==> src/sv/dead_server_failure_tracker_macros.svh <==
// Assertion macros shared by the dead server failure tracker RTL.
// Depends on nothing; included by modules that carry assertions.
`ifndef DEAD_SERVER_FAILURE_TRACKER_MACROS_SVH
`define DEAD_SERVER_FAILURE_TRACKER_MACROS_SVH
// Implication checked on every clock edge outside reset.
`define DSFT_ASSERT_IMP(label, clk, rst, cond, prop, msg) \
  label: assert property (@(posedge clk) disable iff (rst) (cond) |-> (prop)) \
    else $error(msg);
// Next-cycle implication checked outside reset.
`define DSFT_ASSERT_NEXT(label, clk, rst, cond, prop, msg) \
  label: assert property (@(posedge clk) disable iff (rst) (cond) |=> (prop)) \
    else $error(msg);
`endif

==> src/sv/dsft_ram.sv <==
// Generic single-port-write, single-read RAM with registered read data.
// Depends on nothing.
module dsft_ram #(
  parameter int Width = 8,
  parameter int Depth = 16
) (
  input  logic                     clk,
  input  logic                     we,
  input  logic [$clog2(Depth)-1:0] waddr,
  input  logic [Width-1:0]         wdata,
  input  logic [$clog2(Depth)-1:0] raddr,
  output logic [Width-1:0]         rdata
);
  logic [Width-1:0] mem [Depth];
  always_ff @(posedge clk) begin
    if (we) begin
      mem[waddr] <= wdata;
    end
    rdata <= mem[raddr];
  end
endmodule

==> config.mk <==
export PLATFORM = sky130hd
export DESIGN_NAME = dsft_ram
export DESIGN_NICKNAME = d
export VERILOG_FILES = /design/src/sv/dead_server_failure_tracker_macros.svh /design/src/sv/dsft_ram.sv
export SDC_FILE = /design/constraint.sdc
export NUM_CORES = 1
export LEC_CHECK = 0
export ABC_AREA = 1
export BUFFER_PORTS_ARGS = -buffer_cell sky130_fd_sc_hd__buf_2
export CAP_MARGIN = 20
export CORE_MARGIN = 3
export CORE_UTILIZATION = 60
export DETAILED_ROUTE_END_ITERATION = 6
export PLACE_DENSITY = 0.78
export SYNTH_ARGS = -nofsm -noshare
export SYNTH_HDL_FRONTEND = slang
export SYNTH_SLANG_ARGS = --single-unit
==> constraint.sdc <==
create_clock -name clk -period 1.4 [get_ports clk]
set_clock_uncertainty 0.1 [all_clocks]
set_input_delay 0 -clock clk [delete_from_list [all_inputs] [get_ports clk]]
set_output_delay 0 -clock clk [all_outputs]
set_load 0.01 [all_outputs]
Word level (Yosys, flattened, before mapping)
Memories as Yosys holds them, arrays and structs flattened. A register that Yosys moved wholly into a read port is not among the register bits.
Cells that the tools add are included.
- bits in registers: 0
- memory bits (writable): 128
- bits of input ports: 18
- word-level logic and storage cells: 3
- memories: 1
- muxes and demuxes: 2
- memory list (name ; words ; width ; read ports ; clocked after Yosys merged registers in ; wr ports ; RTL line ; source):
    mem ; 16 ; 8 ; 1 ; 1 ; 1 ; dsft_ram.sv:14 ; logic [Width-1:0] mem [Depth];
- operators with widths (kind ; number):
    $mux W1 ; 2

Longest topological paths before layout
- depth in word-level cells: 2
- depth in mapped cells: 8

Worst setup path after synthesis
No wires, ideal clock.
- path type: input to register
- start: input port waddr[2]
- end: memory mem[10][0] (enable)
- library setup time: 0.370 ns
- arrival: 0.581 ns
- path slack: 0.349 ns
- stages on the path: 2
- path buffers: 0
- cells stage by stage: nand3b_1 -> nor2_1
- RTL lines (element ; RTL line ; source):
    start, declared ; dsft_ram.sv:9 ; input logic [$clog2(Depth)-1:0] waddr,
    end, declared ; dsft_ram.sv:14 ;
Straight into the memory's write port.

==> impl_summary.log <==
INFO  metric yosys.cell_types.count = 12
INFO  metric share_seq_of_total_power = a little under half
INFO  metric clkPwrFrac = 47.2%
INFO  metric timing.critical_path.from_type = primary input
INFO  metric core_region_area = about 9300 um2
INFO  metric synth_largest_type_area_fraction = between 60 and 70%
INFO  metric drtIter0Drc = 360
INFO  metric path_cells = dlygate4sd3_1 > buf_2 > inv_2 > buf_12 > nand3_1 > nand3_1 > nand3_1 > nand2_1
INFO  metric final.fill_count = approximately 630
INFO  metric postCtsSetupRepairBufs = 0
INFO  metric worst-slew-pin-transition = 0.3738 ns
INFO  metric setup_viol = 0
INFO  metric vias = roughly 3.9k
INFO  metric clk_pin_slew_worst_paths = around 0.060 ns
INFO  metric crit_required = between 1.5 and 2 ns
INFO  metric largest_net_degree_at_the_start_of_global_routing = 65
INFO  metric nets = between 600 and 700
INFO  metric die_height = about 100 um
INFO  metric setup_slack = about 0.21 ns
INFO  metric grt_first_pass_wirelength = 20070 um
INFO  metric setup.worst_path.end_class = flop
INFO  metric critical_path_arrival = between 1.5 and 2 ns
INFO  metric p_switching = 0.002023 W
INFO  metric report.power.total = approximately 0.0098 W
INFO  metric critPathMostFrequentCell = nand3_1
INFO  metric synthesis.area = about 5800 um2
INFO  metric vdd_ir_drop_max = ~0.0012 V
INFO  metric critPathKind = in -> reg
INFO  metric wire_per_inst = 16.69 um
INFO  metric cts-root-buf = clkbuf_8
INFO  metric gr-total-overflow = 0
INFO  metric cts_tree = done
INFO  metric dpl.hpwl = 7387 um
INFO  metric met2_length = 6104 um
INFO  metric met3WireLength = 1025 um
INFO  metric multiInputGateArea = approximately 1200 um2
INFO  metric cell_internal_pwr = 0.007769 W
INFO  metric detail-route-antenna-nets = 0
INFO  metric critical_path_maximum_fanout = 17
INFO  metric cts_buffers = 17
INFO  metric floorplan.die_area = 10820 um2
INFO  metric worst_path_largest_cell_delay = 0.53 ns
INFO  metric total_of_flip_flops_plus_latches_after_synthesis = 136
INFO  metric seq_area = around 4000 um2
INFO  metric hold_path_class = in -> reg
INFO  metric number_of_detailed_route_iterations_in_the_first_pass = 5
INFO  metric drc = 0
INFO  metric outcome = finished, final reports clean
INFO  metric antenna_found_initial = 0
INFO  metric synth_area_per_cell = ~10 um2
INFO  metric netlist_instances = 551
INFO  metric netSwitchingFraction = about a fifth
INFO  metric drt_wl_total = 12470 um
INFO  metric tritoncts_num_sinks = 136
INFO  metric ys_seq_area_share = between 60 and 70%
INFO  metric placement.setup.worst_slack = approximately 0.23 ns
INFO  metric portBuffers = 25
INFO  metric synth_fp_nets = ~570
INFO  metric power-per-cell-area = roughly 1400 nW/um2
INFO  metric maxSlewViolCount = 0
INFO  metric crit_family = buffers and inverters
INFO  metric achievable-frequency = around 840 MHz
INFO  metric areaGrowthSynthToFinish = 18.53%
INFO  metric fp-row-count = 35
INFO  metric cts_max_path_buffers = 2
INFO  metric worst_skew_pair_later_pin_latency = between 0.5 and 0.6 ns
INFO  metric timing.final.crit_period = between 1 and 1.5 ns
INFO  metric detail_route.vias_per_cell = ~5.3
INFO  metric design.portCount = 26
INFO  metric gp_routability_congestion = slightly below 0.9
INFO  metric tns = 0 ns
INFO  metric unrepaired_setup_endpoints_after_global_routing = false
INFO  metric p_leak = ~3 nW
INFO  metric max_cap_violations = 0
INFO  metric timing.critical_path.slowest_stage_cell = dlygate4sd3_1
INFO  metric layout_worst_path_cycle_share = ~85%
INFO  metric initial_utilization = a little over 60%
INFO  metric ys.warnings.count = 0
INFO  metric gr-usage-all-layers = roughly a quarter
INFO  metric post_synth_main_area_contributors = edfxtp_1 67%, nand2_1 11%, nand3_1 8.4%
INFO  metric dieWidth = 104.0 um
INFO  metric ant_diodes = 0
INFO  metric number_of_global_route_vias_before_repair = roughly 4k
INFO  metric drive_gt1_share = about 13%
INFO  metric report.final.hold_viol_count = 0
INFO  metric wl_met1 = 5049 um
INFO  metric path_buf_inv = 4
INFO  metric relative_slew_margins = about three quarters
INFO  metric htree_levels = 4
INFO  metric post_synthesis_cell_type_with_the_largest_combined_area = edfxtp_1
INFO  metric power_frac_comb = roughly 6.0%
INFO  metric dr.max_layer_used = met4
-- cell usage in the layout (no fill, tap or decap) --
cell           synthesis  layout
nand2_1              173     173
edfxtp_1             128     128
inv_1                100     100
nand3_1               97      97
buf_2                 13      25
buf_4                  4      20
nor2_1                17      17
clkbuf_16              0      16
dlygate4sd3_1          0      11
dfxtp_1                8       8
clkbuf_8               0       4
bufinv_16              0       4
clkinvlp_4             0       3
buf_12                 0       3
inv_2                  2       2
nand3b_1               2       2
clkinv_1               0       2
clkinv_4               0       2
clkinv_2               0       1
-- synthesized netlist by cell type (all sizes together) --
| library cell | n |
|---|---|
| buf | 24 |
| edfxtp | 128 |
| dfxtp | 8 |
| nand2 | 173 |
| nand3 | 97 |
| nand3b | 2 |
| nor2 | 17 |
| inv | 102 |
-- power groups by stage --
stage	registers, W	clock network, W	logic [W]
2_1_floorplan	0.00467	0	0.000321
3_3_place_gp	0.00466	0	0.000545
3_5_place_dp	0.00467	0	0.000558
4_1_cts	0.00458	0.00466	0.000589
5_1_grt	0.00459	0.00484	0.000656
6_report	0.00458	0.00462	0.000588
-- layer usage --
| layer | vias to the layer above | GRT usage [%] |
|---|---|---|
| met3 | 25 | 5.773 |
| met1 | 1827 | 32.80 |
| met2 | 191 | 39.97 |
| met5 | - | 0 |
| met4 | 0 | 8.737 |
| li1 | 1881 | - |
-- worst reg2reg max path: cells and delay by family, from the launching register on --
kind / cells / cell delay (ns)
DFF: 1 / 0.36
buffers and inverters: 1 / 0.07
and+or+nand+nor: 5 / 0.48
-- final timing paths --
kind	depth (start not counted)	start	slack [ns]	end
setup / recovery	8	raddr[1]	0.21	rdata[6]
hold / removal	4	we	0.03	mem[3][5]
setup reg to reg	6	mem[5][4]	0.28	rdata[4]
hold reg to reg	6	mem[3][6]	0.57	rdata[6]
-- through the flow --
| stage | cell area (um2) | hold WS [ns] | utilization, % | std cells |
|---|---|---|---|---|
| 2_1_floorplan | 5767 | -0.001131 | - | 551 |
| 3_3_place_gp | 6097 | 0.2683 | 65.67 | 704 |
| 3_5_place_dp | 6097 | 0.2750 | 65.67 | 704 |
| 4_1_cts | 6835 | 0.002663 | 73.63 | 747 |
| 5_1_grt | 6835 | 0.05048 | 73.63 | 747 |
| 6_report | 6835 | 0.02734 | 73.63 | 747 |
-- cell type report --
type	count	area share [%]
sequential	136	58.58
multi-input combinational	289	17.76
clock buffer	20	6.663
timing repair buffer	59	6.517
inverter	102	5.601
clock inverter	12	2.526
tap	129	2.361
-- timing repair --
item / in CTS / in global routing
resized for setup: 0 / 0
endpoints found under the hold margin: 136 / 0
hold buffers: 11 / 0
-- cells by family (layout without fill, tap and decap cells) --
kind of cell | count (synthesis) | in the layout | synth area share, %
flops | 136 | 136 | 69.43
simple gates | 289 | 289 | 21.05
buf+inv | 126 | 193 | 9.525
-- flip-flops by register name, summed over array words and instances (netlist names) --
| register | cells |
|---|---|
| rdata | 8 |
| mem | 128 |
(Power assumes the default switching activity.)
