**src/sv/dead_server_failure_tracker_macros.svh**
```systemverilog
// Assertion macros shared by the dead server failure tracker RTL.
// Depends on nothing; included by modules that carry assertions.
`ifndef DEAD_SERVER_FAILURE_TRACKER_MACROS_SVH
`define DEAD_SERVER_FAILURE_TRACKER_MACROS_SVH
// Implication checked on every clock edge outside reset.
`define DSFT_ASSERT_IMP(label, clk, rst, cond, prop, msg) \
  label: assert property (@(posedge clk) disable iff (rst) (cond) |-> (prop)) \
    else $error(msg);
// Next-cycle implication checked outside reset.
`define DSFT_ASSERT_NEXT(label, clk, rst, cond, prop, msg) \
  label: assert property (@(posedge clk) disable iff (rst) (cond) |=> (prop)) \
    else $error(msg);
`endif

```
**src/sv/dsft_pkg.sv**
```systemverilog
// Package for the dead server failure tracker: request codes, widths, payload types.
// Depends on nothing.
package dsft_pkg;
  localparam int MaxEntriesDef = 16;
  localparam int KeyBitsDef    = 64;
  localparam int MsPerS        = 1000;

  typedef enum logic [2:0] {
    REQ_CHECK = 3'd0, REQ_FAIL = 3'd1, REQ_ALIVE = 3'd2,
    REQ_PRUNE = 3'd3, REQ_CLEAR = 3'd4, REQ_STATS = 3'd5
  } req_t;

  localparam logic [0:0] CFG_THRESHOLD = 1'b0;
  localparam logic [0:0] CFG_TTL       = 1'b1;
  localparam int CfgDataBits = 16;

  typedef struct packed {
    logic [2:0]  req_type;
    logic [63:0] server_key;
    logic [47:0] now_ms;
  } req_item_t;

  typedef struct packed {
    logic        is_dead;
    logic [15:0] ttl_remaining_s;
    logic [7:0]  failure_count;
    logic [47:0] marked_at_ms;
    logic [8:0]  pruned_count;
    logic [8:0]  live_dead_count;
    logic [8:0]  tracked_count;
    logic [31:0] check_total;
    logic [31:0] dead_hit_total;
    logic [31:0] alive_total;
    logic [31:0] dead_mark_total;
    logic [31:0] expiry_total;
  } rsp_item_t;

  // Status of one table entry after the expiry evaluation.
  typedef struct packed {
    logic expired;
    logic live_dead;
  } ent_stat_t;
endpackage

```
**src/sv/dsft_expiry.sv**
```systemverilog
// Expiry evaluation of one registered table entry against now_ms and the TTL.
// Depends on dsft_pkg.
module dsft_expiry (
  input  logic                 clk,
  input  logic                 dead,
  input  logic [47:0]          marked,
  input  logic [47:0]          now_ms,
  input  logic [26:0]          ttl_ms,
  output dsft_pkg::ent_stat_t  stat,
  output logic [26:0]          left_ms
);
  import dsft_pkg::*;
  logic [48:0] age;
  logic        neg;
  always_comb begin
    age  = {1'b0, now_ms} - {1'b0, marked};
    neg  = age[48];
    stat.expired   = dead && !neg && (age[47:0] >= {21'd0, ttl_ms});
    stat.live_dead = dead && !stat.expired;
  end
  // Remaining milliseconds, registered before the divide by 1000.
  always_ff @(posedge clk) begin
    if (!dead || neg || stat.expired) begin
      left_ms <= '0;
    end else begin
      left_ms <= ttl_ms - age[26:0];
    end
  end
endmodule

```
**config.mk**
```make
export PLATFORM = sky130hd
export DESIGN_NAME = dsft_expiry
export DESIGN_NICKNAME = d
export VERILOG_FILES = /design/src/sv/dead_server_failure_tracker_macros.svh /design/src/sv/dsft_pkg.sv /design/src/sv/dsft_expiry.sv
export SDC_FILE = /design/constraint.sdc
export NUM_CORES = 1
export LEC_CHECK = 0
export BUFFER_PORTS_ARGS = -buffer_cell sky130_fd_sc_hd__clkbuf_2
export CORE_MARGIN = 3
export CORE_UTILIZATION = 60
export DETAILED_ROUTE_END_ITERATION = 8
export PLACE_DENSITY = 0.9
export REMOVE_ABC_BUFFERS = 1
export SYNTH_ARGS = -nofsm -noshare
export SYNTH_HDL_FRONTEND = slang
export SYNTH_SLANG_ARGS = --single-unit
```
**constraint.sdc**
```tcl
create_clock -name clk -period 8 [get_ports clk]
set_input_delay 0.8 -clock clk [delete_from_list [all_inputs] [get_ports clk]]
set_output_delay 0.8 -clock clk [all_outputs]
set_load 0.01 [all_outputs]
```
Yosys cells after proc, flatten, opt, wreduce, memory -nomap -nowiden. Cells that the tools add are included.

Output and inout port bits: 29. Input bits: 125. Bits in registers: 27.

Add/subtract/negate cells: 2. Reduce and logical (&&, ||, !) cells: 8. $lt $le $gt $ge: 1.

Operator list (number): subtractor 48 x 48 -> 49 bit (1); >= comparator 48 x 27 -> 1 bit (1); subtractor 27 bit (1); logical AND 1 bit (3); zero test 1 bit (3); logical OR 1 bit (2).

Logic depth before layout (Yosys ltp). Gate-level depths: netlist of run 1.

Depth after elaboration: 6. Depth in mapped cells: 25. Gate-level depth less buffers: 25.

Least setup slack after synthesis of run 1. Ideal clock, no wire load.

Path kind: input to output. Start point: in marked[4]. End point: out stat[0] (netlist bit). Arrival time: 5.232 ns. Cell stages on the path: 25. Path slack: 1.968 ns. Data required time: 7.200 ns. Buffers on the path: 0. Path through: inv_1 > ha_1 > a21o_1 > or3_1 > o22ai_2 > nor2_1 > o21ai_0 > nand2b_1 > and2_1 > a21oi_1 > o21bai_1 > a21oi_1 > xnor2_1 > ha_1 > and4_1 > a221o_1 > o21ai_0 > o211a_1 > o21ai_0 > a2111oi_2 > nand3_1 > nor4_2 > nand4_2 > nor2_1 > o21a_1.

RTL lines: from (decl) (RTL line dsft_expiry.sv:6) `input logic [47:0] marked,`; to (decl) (RTL line dsft_expiry.sv:9) `output dsft_pkg::ent_stat_t stat,`.

==> results.md, run 1 <==
- Outcome: complete, no violations
- Post-synth top cells: inv_1 (125), ha_1 (101), a21oi_1 (75)
- CP Data Arrival Time: 5950 ps
- Post-synthesis mux area share: 0.01154
- CP most frequent cell: o21ai_0
- Vias in the first global route: 5,804
- F_max: 148.1 MHz
- Largest net degree at the start of global routing: 21
- Initial antenna violation count: 0
- CTS tree: yes
- Gr ovfl total: 0
- CP delay by family, top: compound AO/OA/AOI/OAI gates
- # DRC: 0
- Pwr Density: 126.5 mW/mm^2
- Core box area: 0.009910 mm^2
- Top cells by area, synth: ha_1 (20%), dfxtp_1 (8.7%), inv_1 (7.6%)
- Worst hold path class: primary input to register
- Port Buffer Count: 153
- Fraction of registers with async set/reset: 0
- Critical path class: primary input to primary output
- Post-synth EDFFs: 0
- Hpwl dp: 13.51 mm
- Detail Route Antenna Nets: 0
- Clock transition at the registers of the reported paths: 80 ps
- Critical Path Max Stage Delay: 360 ps
- Die H: 107.5 um
- Die Area: 0.01155 mm^2
- Die X: 107.5 um
- RSZ-0062 raised after global routing: no
- Post-CTS setup repair buffer count: 0
- Final Max Tran Viols: 0
- Maximum net fanout on the critical path: 19
- CTS Root Cell: clkbuf_8
- Hold Path End: left_ms[1]
- Routed vias/inst: 5.840
- Hold Vio Cnt, Final: 0
- Min-Delay Path Depth: 3
- Num ports: 154
- H-tree levels: 1
- Setup TNS: 0 ps
- Via count: 6,477
- Simple-gate share of the synthesized area: 0.2252
- Xor-xnor portion of the synthesized cell area: 0.07797
- Detailed Routing Iterations Pass 1: 5
- ANT cells: 0
- Initial DRC Count: 264
- Top cell type's share of synthesized area: 0.2045
- Post-synthesis sequential element count: 27
- Most numerous cell in the Yosys netlist: inv_1
- Starting Density: 0.6235
- Pwr Total: 0.8807 mW
- Synth Instances: 846
- Critical hold path startpoint: ttl_ms[1]
- Most common flop cell mapped by yosys: dfxtp_1
- Nets@finish: 1,205
- All-layer global routing usage: 0.2638
- Area grow syn2layout: 12.70%
- Hold_ws: 937.2 ps
- Largest family of logic cells by synthesized area: compound AO/OA/AOI/OAI gates
- Fraction of layout cells with a size suffix above 1: 0.2090
- CTS Sinks: 27
- Ys Warns: 0
- Leak: 3.708 nW
- Post-CTS Resized: 0
- Crit path capture type: primary output
- First-pass GRT wire length: 25.65 mm
- Gpl congestion: 0.9295
- Compound-Gate Fraction of Synth Area: 0.2783
- Util after Layout: 0.7027
- Largest Register: left_ms
- Sequential share of the synthesized area: 0.08748
- Required @ worst endpoint: 7200 ps
- Worst Path Buf+Inv: 4
- Fraction of the mapped netlist area in adder cells: 0.2110
- Post-Syn Area: 0.006178 mm^2
- Wire length per cell: 14.30 um
- CTS buffer count: 3
- Wirelength, routed: 15.86 mm
- Count of different cell masters after synthesis: 81
- Synth Area per Inst: 7.303 um^2
- Max reg flops: 27
- # Max-Cap Violations: 0
- Synth area leader: ha_1
- Slowest cell on the critical path: ha_1
- Final Cycle Share: 0.8442
- Worst-margin pin slew: 1040 ps
- Final Setup Violations: 0
- Crit start category: primary input
- Crit path time final: 6754 ps
- Post-CTS Hold Buffers: 0
- Peak supply drop: 0.09503 mV
- Row count: 36
- Max-Slew Margin vs Limit: 0.3069
- CTS max path bufs: 2
- Largest regs: left_ms (27)
-- how the worst max path moves through the flow --
stage	cells past startpoint	end	start	slack (ps)
6_report	28	stat[0]	marked[4]	1250
5_1_grt	28	stat[0]	marked[4]	920
4_1_cts	28	stat[0]	marked[4]	1310
3_5_place_dp	28	stat[0]	marked[4]	1330
3_3_place_gp	28	stat[0]	marked[4]	1500
2_1_floorplan	25	stat[0]	marked[4]	1720
-- final cells by class --
cell class              instances  area (um^2)
clock inverters                 1        5.005
clock buffers                   3        41.29
flip-flops and latches         27        540.5
repair buffers                154        773.2
well taps                     133        166.4
multi-input cells             666         4967
fillers                       867         2947
inverters                     125        469.2
-- layout by cell type, fill, tap and decap left out, types with 6 or more instances in the layout --
cell type  instances
o21bai_1          13
a21o_1            34
nor2_1            51
nand2_1           61
o221ai_1           6
xnor2_1           29
nand3_1           18
nand2b_1          11
xor2_1            26
or3_1              8
mux2i_1            6
nor4_1             9
and3_1            11
a21oi_1           75
dfxtp_1           27
a31oi_1            8
nor4_2            12
o21ai_0           35
nor3_1            13
and2_1            10
clkbuf_2         153
o21a_1            11
nand4_1           15
inv_1            125
ha_1             101
-- cells by family (layout without fill, tap and decap cells) --
logic type	count (synthesis)	after routing
AOI/OAI and AO/OA	250	250
xor gates and xnor gates	55	55
adders and majority gates	103	103
buffers and inverters	153	283
DFF	27	27
muxes	7	7
and+or+nand+nor	251	251
-- stage by stage --
| stage | std cells | instance area [um^2] | setup WS [ps] |
|---|---|---|---|
| floorplan | 818 | 5977 | 1716 |
| global placement | 1105 | 6917 | 1495 |
| detailed placement | 1105 | 6917 | 1332 |
| CTS | 1109 | 6963 | 1313 |
| global route | 1109 | 6963 | 923.0 |
| finish | 1109 | 6963 | 1246 |
-- layer usage --
metal,track usage,share of wire,vias to the layer above
li1,-,-,3247
met1,0.3265,0.43,2934
met2,0.4933,0.50,263
met3,0.01080,0.055,33
met4,0.07574,0.022,0
met5,0,0,-
-- power breakdown --
part	switching (mW)	leakage [nW]	total, mW	internal [mW]
Sequential	0.0000000134	0.217	0.134	0.134
Combinational	0.392	3.47	0.672	0.280
Clock	0.0397	0.0255	0.0746	0.0349
Total	0.431	3.71	0.881	0.449
Power figures use the tool's default switching activity.
==> run 2: changes to the inputs <==
--- a/config.mk
+++ b/config.mk
@@ -7,9 +7,9 @@
 export LEC_CHECK = 0
 export BUFFER_PORTS_ARGS = -buffer_cell sky130_fd_sc_hd__clkbuf_2
 export CORE_MARGIN = 3
-export CORE_UTILIZATION = 60
+export CORE_UTILIZATION = 51
 export DETAILED_ROUTE_END_ITERATION = 8
-export PLACE_DENSITY = 0.9
+export PLACE_DENSITY = 0.81
 export REMOVE_ABC_BUFFERS = 1
 export SYNTH_ARGS = -nofsm -noshare
 export SYNTH_HDL_FRONTEND = slang
==> constraint.sdc (replaced) <==
create_clock -name clk -period 6.21 [get_ports clk]
set_input_delay 0.621 -clock clk [delete_from_list [all_inputs] [get_ports clk]]
set_output_delay 0.621 -clock clk [all_outputs]
set_load 0.01 [all_outputs]
==> run 2 against run 1 <==
  * Global-route usage down 3.6 points
  * Utilization is 9.3 points lower
  * Flip-flop and latch count did not move
  * Via count down 0.49%
  * Wire length grew 1.2%
  * First-iteration DRC count is 45% higher
  * Non-clock buffer count up 6
  * Count of clock-buffer cells in the layout is 1 higher
  * Critical path type unchanged
  * Largest cell class unchanged
==> results.md, run 2 (same netlist as run 1, synthesis figures left out) <==
- Port Buffer Count: 153
- CTS max path bufs: 2
- Row count: 39
- Die X: 116.1 um
- Clock transition at the registers of the reported paths: 60 ps
- GRT met2 Usage: 0.4070
- Busiest grt layer: met2
- Detailed Routing Iterations Pass 1: 5
- Via count: 6,445
- M3 GR Usage: 0.01097
- Routed vias/inst: 5.729
- Commonest non-fill, non-tap cell in the layout: clkbuf_2
- CP Data Arrival Time: 5230 ps
- Critical hold path startpoint: ttl_ms[1]
- Critical path class: primary input to primary output
- RSZ-0062 raised after global routing: no
- Peak supply drop: 0.09892 mV
- First-pass GRT wire length: 25.61 mm
- CTS Root Cell: clkbuf_16
- Vias in the first global route: 5,806
- Initial antenna violation count: 0
- Starting Density: 0.5320
- Fraction of layout cells with a size suffix above 1: 0.2189
- Outcome: complete, no violations
- Crit start category: primary input
- Die Area: 0.01347 mm^2
- Crit path capture type: primary output
- Final Max Tran Viols: 0
- Maximum net fanout on the critical path: 5
- Wirelength, routed: 16.05 mm
- Critical Path Max Stage Delay: 380 ps
- Slowest cell on the critical path: a2111oi_2
- CTS tree: yes
- Largest net degree at the start of global routing: 21
- Worst Path Buf+Inv: 3
- Setup TNS: 0 ps
- All-layer global routing usage: 0.2273
- Crit path time final: 5851 ps
- Max reg flops: 27
- Largest regs: left_ms (27)
- Largest Register: left_ms
- Core box area: 0.01161 mm^2
- Required @ worst endpoint: 5590 ps
- Gr ovfl total: 0
- Final Setup Violations: 0
- Hold Vio Cnt, Final: 0
- Final Cycle Share: 0.9422
- # Max-Cap Violations: 0
- Num ports: 154
- Util after Layout: 0.6100
- Die H: 116.1 um
- CP delay by family, top: compound AO/OA/AOI/OAI gates
- H-tree levels: 1
- Wire length per cell: 14.26 um
- Initial DRC Count: 384
- M1 GR Usage: 0.2914
- CTS buffer count: 3
- Area grow syn2layout: 14.66%
- Hpwl dp: 13.82 mm
- ANT cells: 0
- Crit path launch: marked[4]
- Most frequent cells in the layout: clkbuf_2 (153), inv_1 (125), ha_1 (99), a21oi_1 (73), nand2_1 (61)
- CTS Sinks: 27
- F_max: 170.9 MHz
- Gpl congestion: 0.9251
- Max-Slew Margin vs Limit: 0.3557
- Worst hold path class: primary input to register
- Worst-margin pin slew: 966.4 ps
- Pwr Density: 167.6 mW/mm^2
- Leak: 3.748 nW
- Nets@finish: 1,211
- Post-CTS Hold Buffers: 0
- # DRC: 0
- Detail Route Antenna Nets: 0
## run 2: cell types whose count changed in the layout (fill, tap and decap cells not counted), sizes merged
cell,delta
buf,+6
clkbuf,+1
clkinv,-1
## run 2: area by class of cell
cell class / count / area (um^2)
Tap cell: 143 / 178.9
Timing Repair Buffer: 160 / 818.3
Fill cell: 1082 / 4529
Inverter: 125 / 469.2
Clock buffer: 4 / 78.83
Sequential cell: 27 / 540.5
Multi-Input combinational cell: 666 / 4999
## run 2: what timing repair did
action	in CTS	in global routing
setup buffers	0	3
gates resized for setup	0	7
endpoints found under the setup margin	0	2
## run 2: per-stage QoR
step / setup slack [ps] / power (mW) / cell area [um^2] / cells / hold slack, ps
floorplan: 284.4 / 0.8282 / 5977 / 818 / 885.5
global placement: 286.3 / 1.012 / 6952 / 1118 / 1007
detailed placement: 133.1 / 1.022 / 6952 / 1118 / 1007
CTS: 130.2 / 1.170 / 7030 / 1122 / 778.3
global route: 0.4361 / 1.290 / 7084 / 1125 / 818.4
finish: 359.1 / 1.187 / 7084 / 1125 / 775.4
## run 2: path summary, 6_finish.rpt
check | to | slack (ps) | cells past startpoint
max | stat[0] | 360 | 27
min | left_ms[1] | 780 | 3
## run 2: power breakdown
part	leakage, nW	internal (mW)	switching, mW	total, mW
Combinational	3.49	0.370	0.503	0.873
Sequential	0.217	0.173	0.0000000177	0.173
Clock	0.0382	0.0877	0.0530	0.141
## run 2: per-layer routing
metal,up-vias,part of all wire
met1,2919,0.43
li1,3272,-
met3,32,0.052
met2,222,0.49
met4,0,0.026
met5,-,0
==> run 3: changes to the inputs <==
--- a/config.mk
+++ b/config.mk
@@ -7,9 +7,9 @@
 export LEC_CHECK = 0
 export BUFFER_PORTS_ARGS = -buffer_cell sky130_fd_sc_hd__clkbuf_2
 export CORE_MARGIN = 3
-export CORE_UTILIZATION = 51
+export CORE_UTILIZATION = 50
 export DETAILED_ROUTE_END_ITERATION = 8
-export PLACE_DENSITY = 0.81
+export PLACE_DENSITY = 0.77
 export REMOVE_ABC_BUFFERS = 1
 export SYNTH_ARGS = -nofsm -noshare
 export SYNTH_HDL_FRONTEND = slang
==> constraint.sdc (replaced) <==
create_clock -name clk -period 6.8 [get_ports clk]
set_input_delay 0.68 -clock clk [delete_from_list [all_inputs] [get_ports clk]]
set_output_delay 0.68 -clock clk [all_outputs]
set_load 0.01 [all_outputs]
==> run 3 against run 2 <==
  * Via count down 1.2%
  * Largest cell class unchanged
  * Total power decreased by 9.8%
  * Die area is 1.9% higher
  * Flip-flop and latch count did not move
  * Worst setup slack improved by 210 ps
  * Largest power group unchanged
  * Hold slack improved by 55 ps
  * Combinational power fell by 10%
  * Cell area shrank 0.71%
==> results.md, run 3 (same netlist as run 1, synthesis figures left out) <==
- Core box area: 0.01176 mm^2
- CP Data Arrival Time: 5550 ps
- Row count: 39
- CTS Sinks: 27
- Num ports: 154
- Crit start category: primary input
- Area grow syn2layout: 13.85%
- Die H: 117.2 um
- Final Setup Violations: 0
- Setup TNS: 0 ps
- CTS tree: yes
- Critical path class: primary input to primary output
- Detail Route Antenna Nets: 0
- # DRC: 0
- # Max-Cap Violations: 0
- Die Area: 0.01373 mm^2
- Clock transition at the registers of the reported paths: 60 ps
- Via count: 6,366
- Vias in the first global route: 5,865
- Max reg flops: 27
- Fraction of layout cells with a size suffix above 1: 0.2080
- Most frequent cells in the layout: clkbuf_2 (153), inv_1 (125), ha_1 (101), a21oi_1 (75), nand2_1 (61)
- RSZ-0062 raised after global routing: no
- CTS max path bufs: 2
- F_max: 160.4 MHz
- Gpl congestion: 0.9259
- Commonest non-fill, non-tap cell in the layout: clkbuf_2
- Post-CTS Resized: 0
- Wire length per cell: 14.16 um
- ANT cells: 0
- Outcome: complete, no violations
- Crit path capture type: primary output
- First-pass GRT wire length: 26.70 mm
- Post-CTS Hold Buffers: 0
- Largest net degree at the start of global routing: 21
- Wirelength, routed: 16.14 mm
- Nets@finish: 1,205
- Hpwl dp: 13.95 mm
- Final Cycle Share: 0.9168
- Crit path time final: 6234 ps
- Maximum net fanout on the critical path: 7
- CTS Root Cell: clkbuf_16
- Required @ worst endpoint: 6120 ps
- Starting Density: 0.5254
- Worst hold path class: primary input to register
- Largest regs: left_ms (27)
- CTS buffer count: 3
- Worst-margin pin slew: 1117 ps
- Initial DRC Count: 310
- Util after Layout: 0.5981
- Port Buffer Count: 153
- Hold Vio Cnt, Final: 0
- Final Max Tran Viols: 0
- Routed vias/inst: 5.584
- Leak: 3.721 nW
- Post-CTS setup repair buffer count: 0
- Initial antenna violation count: 0
- H-tree levels: 1
- Largest Register: left_ms
- Max-Slew Margin vs Limit: 0.2551
- All-layer global routing usage: 0.2333
- Detailed Routing Iterations Pass 1: 5
- Pwr Density: 152.2 mW/mm^2
- Gr ovfl total: 0
- Peak supply drop: 0.1037 mV
- Die X: 117.2 um
[run 3: changes by cell type in the layout (fill, tap and decap cells not counted), sizes merged]
cell / before / now
buf: 7 / 1
[run 3: layer usage]
layer	GRT usage	wire, um	up-vias
li1	-	-	3244
met1	0.3062	7015	2886
met2	0.4072	7839	199
met3	0.01645	843	37
met4	0.07187	442	0
met5	0	0	-
[run 3: critical path: stages]
cell and delay, ps:
clkbuf_2 80, inv_1 30, ha_1 360, a21o_1 190, or3_1 320, o22ai_2 210
nor2_1 60, o21ai_0 160, nand2b_1 100, and2_1 180, a21oi_1 240, o21bai_1 90
a21oi_1 180, xnor2_1 160, ha_1 330, and4_1 270, a221o_1 290, o21ai_0 140
o211a_1 150, o21ai_0 130, a2111oi_2 320, nand3_1 130, nor4_2 180, nand4_2 160
nor2_1 180, o21a_1 130, clkbuf_2 130
[run 3: report_power, final]
group | total, mW | internal, mW | switching [mW]
Sequential | 0.158 | 0.158 | 0.0000000167
Clock | 0.131 | 0.0801 | 0.0504
Combinational | 0.782 | 0.329 | 0.453
Total | 1.07 | 0.567 | 0.504
[run 3: worst paths after layout]
path | startpoint | endpoint | slack [ps] | depth (start not counted)
setup / recovery | marked[4] | stat[0] | 570 | 27
hold / removal | ttl_ms[1] | left_ms[1] | 830 | 3
[run 3: final cells by class]
type                       count  area (um^2)
inverter                     125        469.2
timing repair buffer         154        773.2
fill                        1137         4726
tap                          164        205.2
multi-input combinational    666         4967
clock buffer                   4        78.83
sequential                    27        540.5
[run 3: metrics by stage]
stage	instance area (um^2)	hold WS (ps)	setup slack (ps)	instances	power, mW
global route	7034	864.6	30.47	1140	1.174
floorplan	5977	944.5	756.4	818	0.7563
detailed placement	6955	1066	537.7	1136	0.9325
finish	7034	830.5	565.8	1140	1.071
global placement	6955	1067	687.8	1136	0.9224
CTS	7034	834.0	524.0	1140	1.067
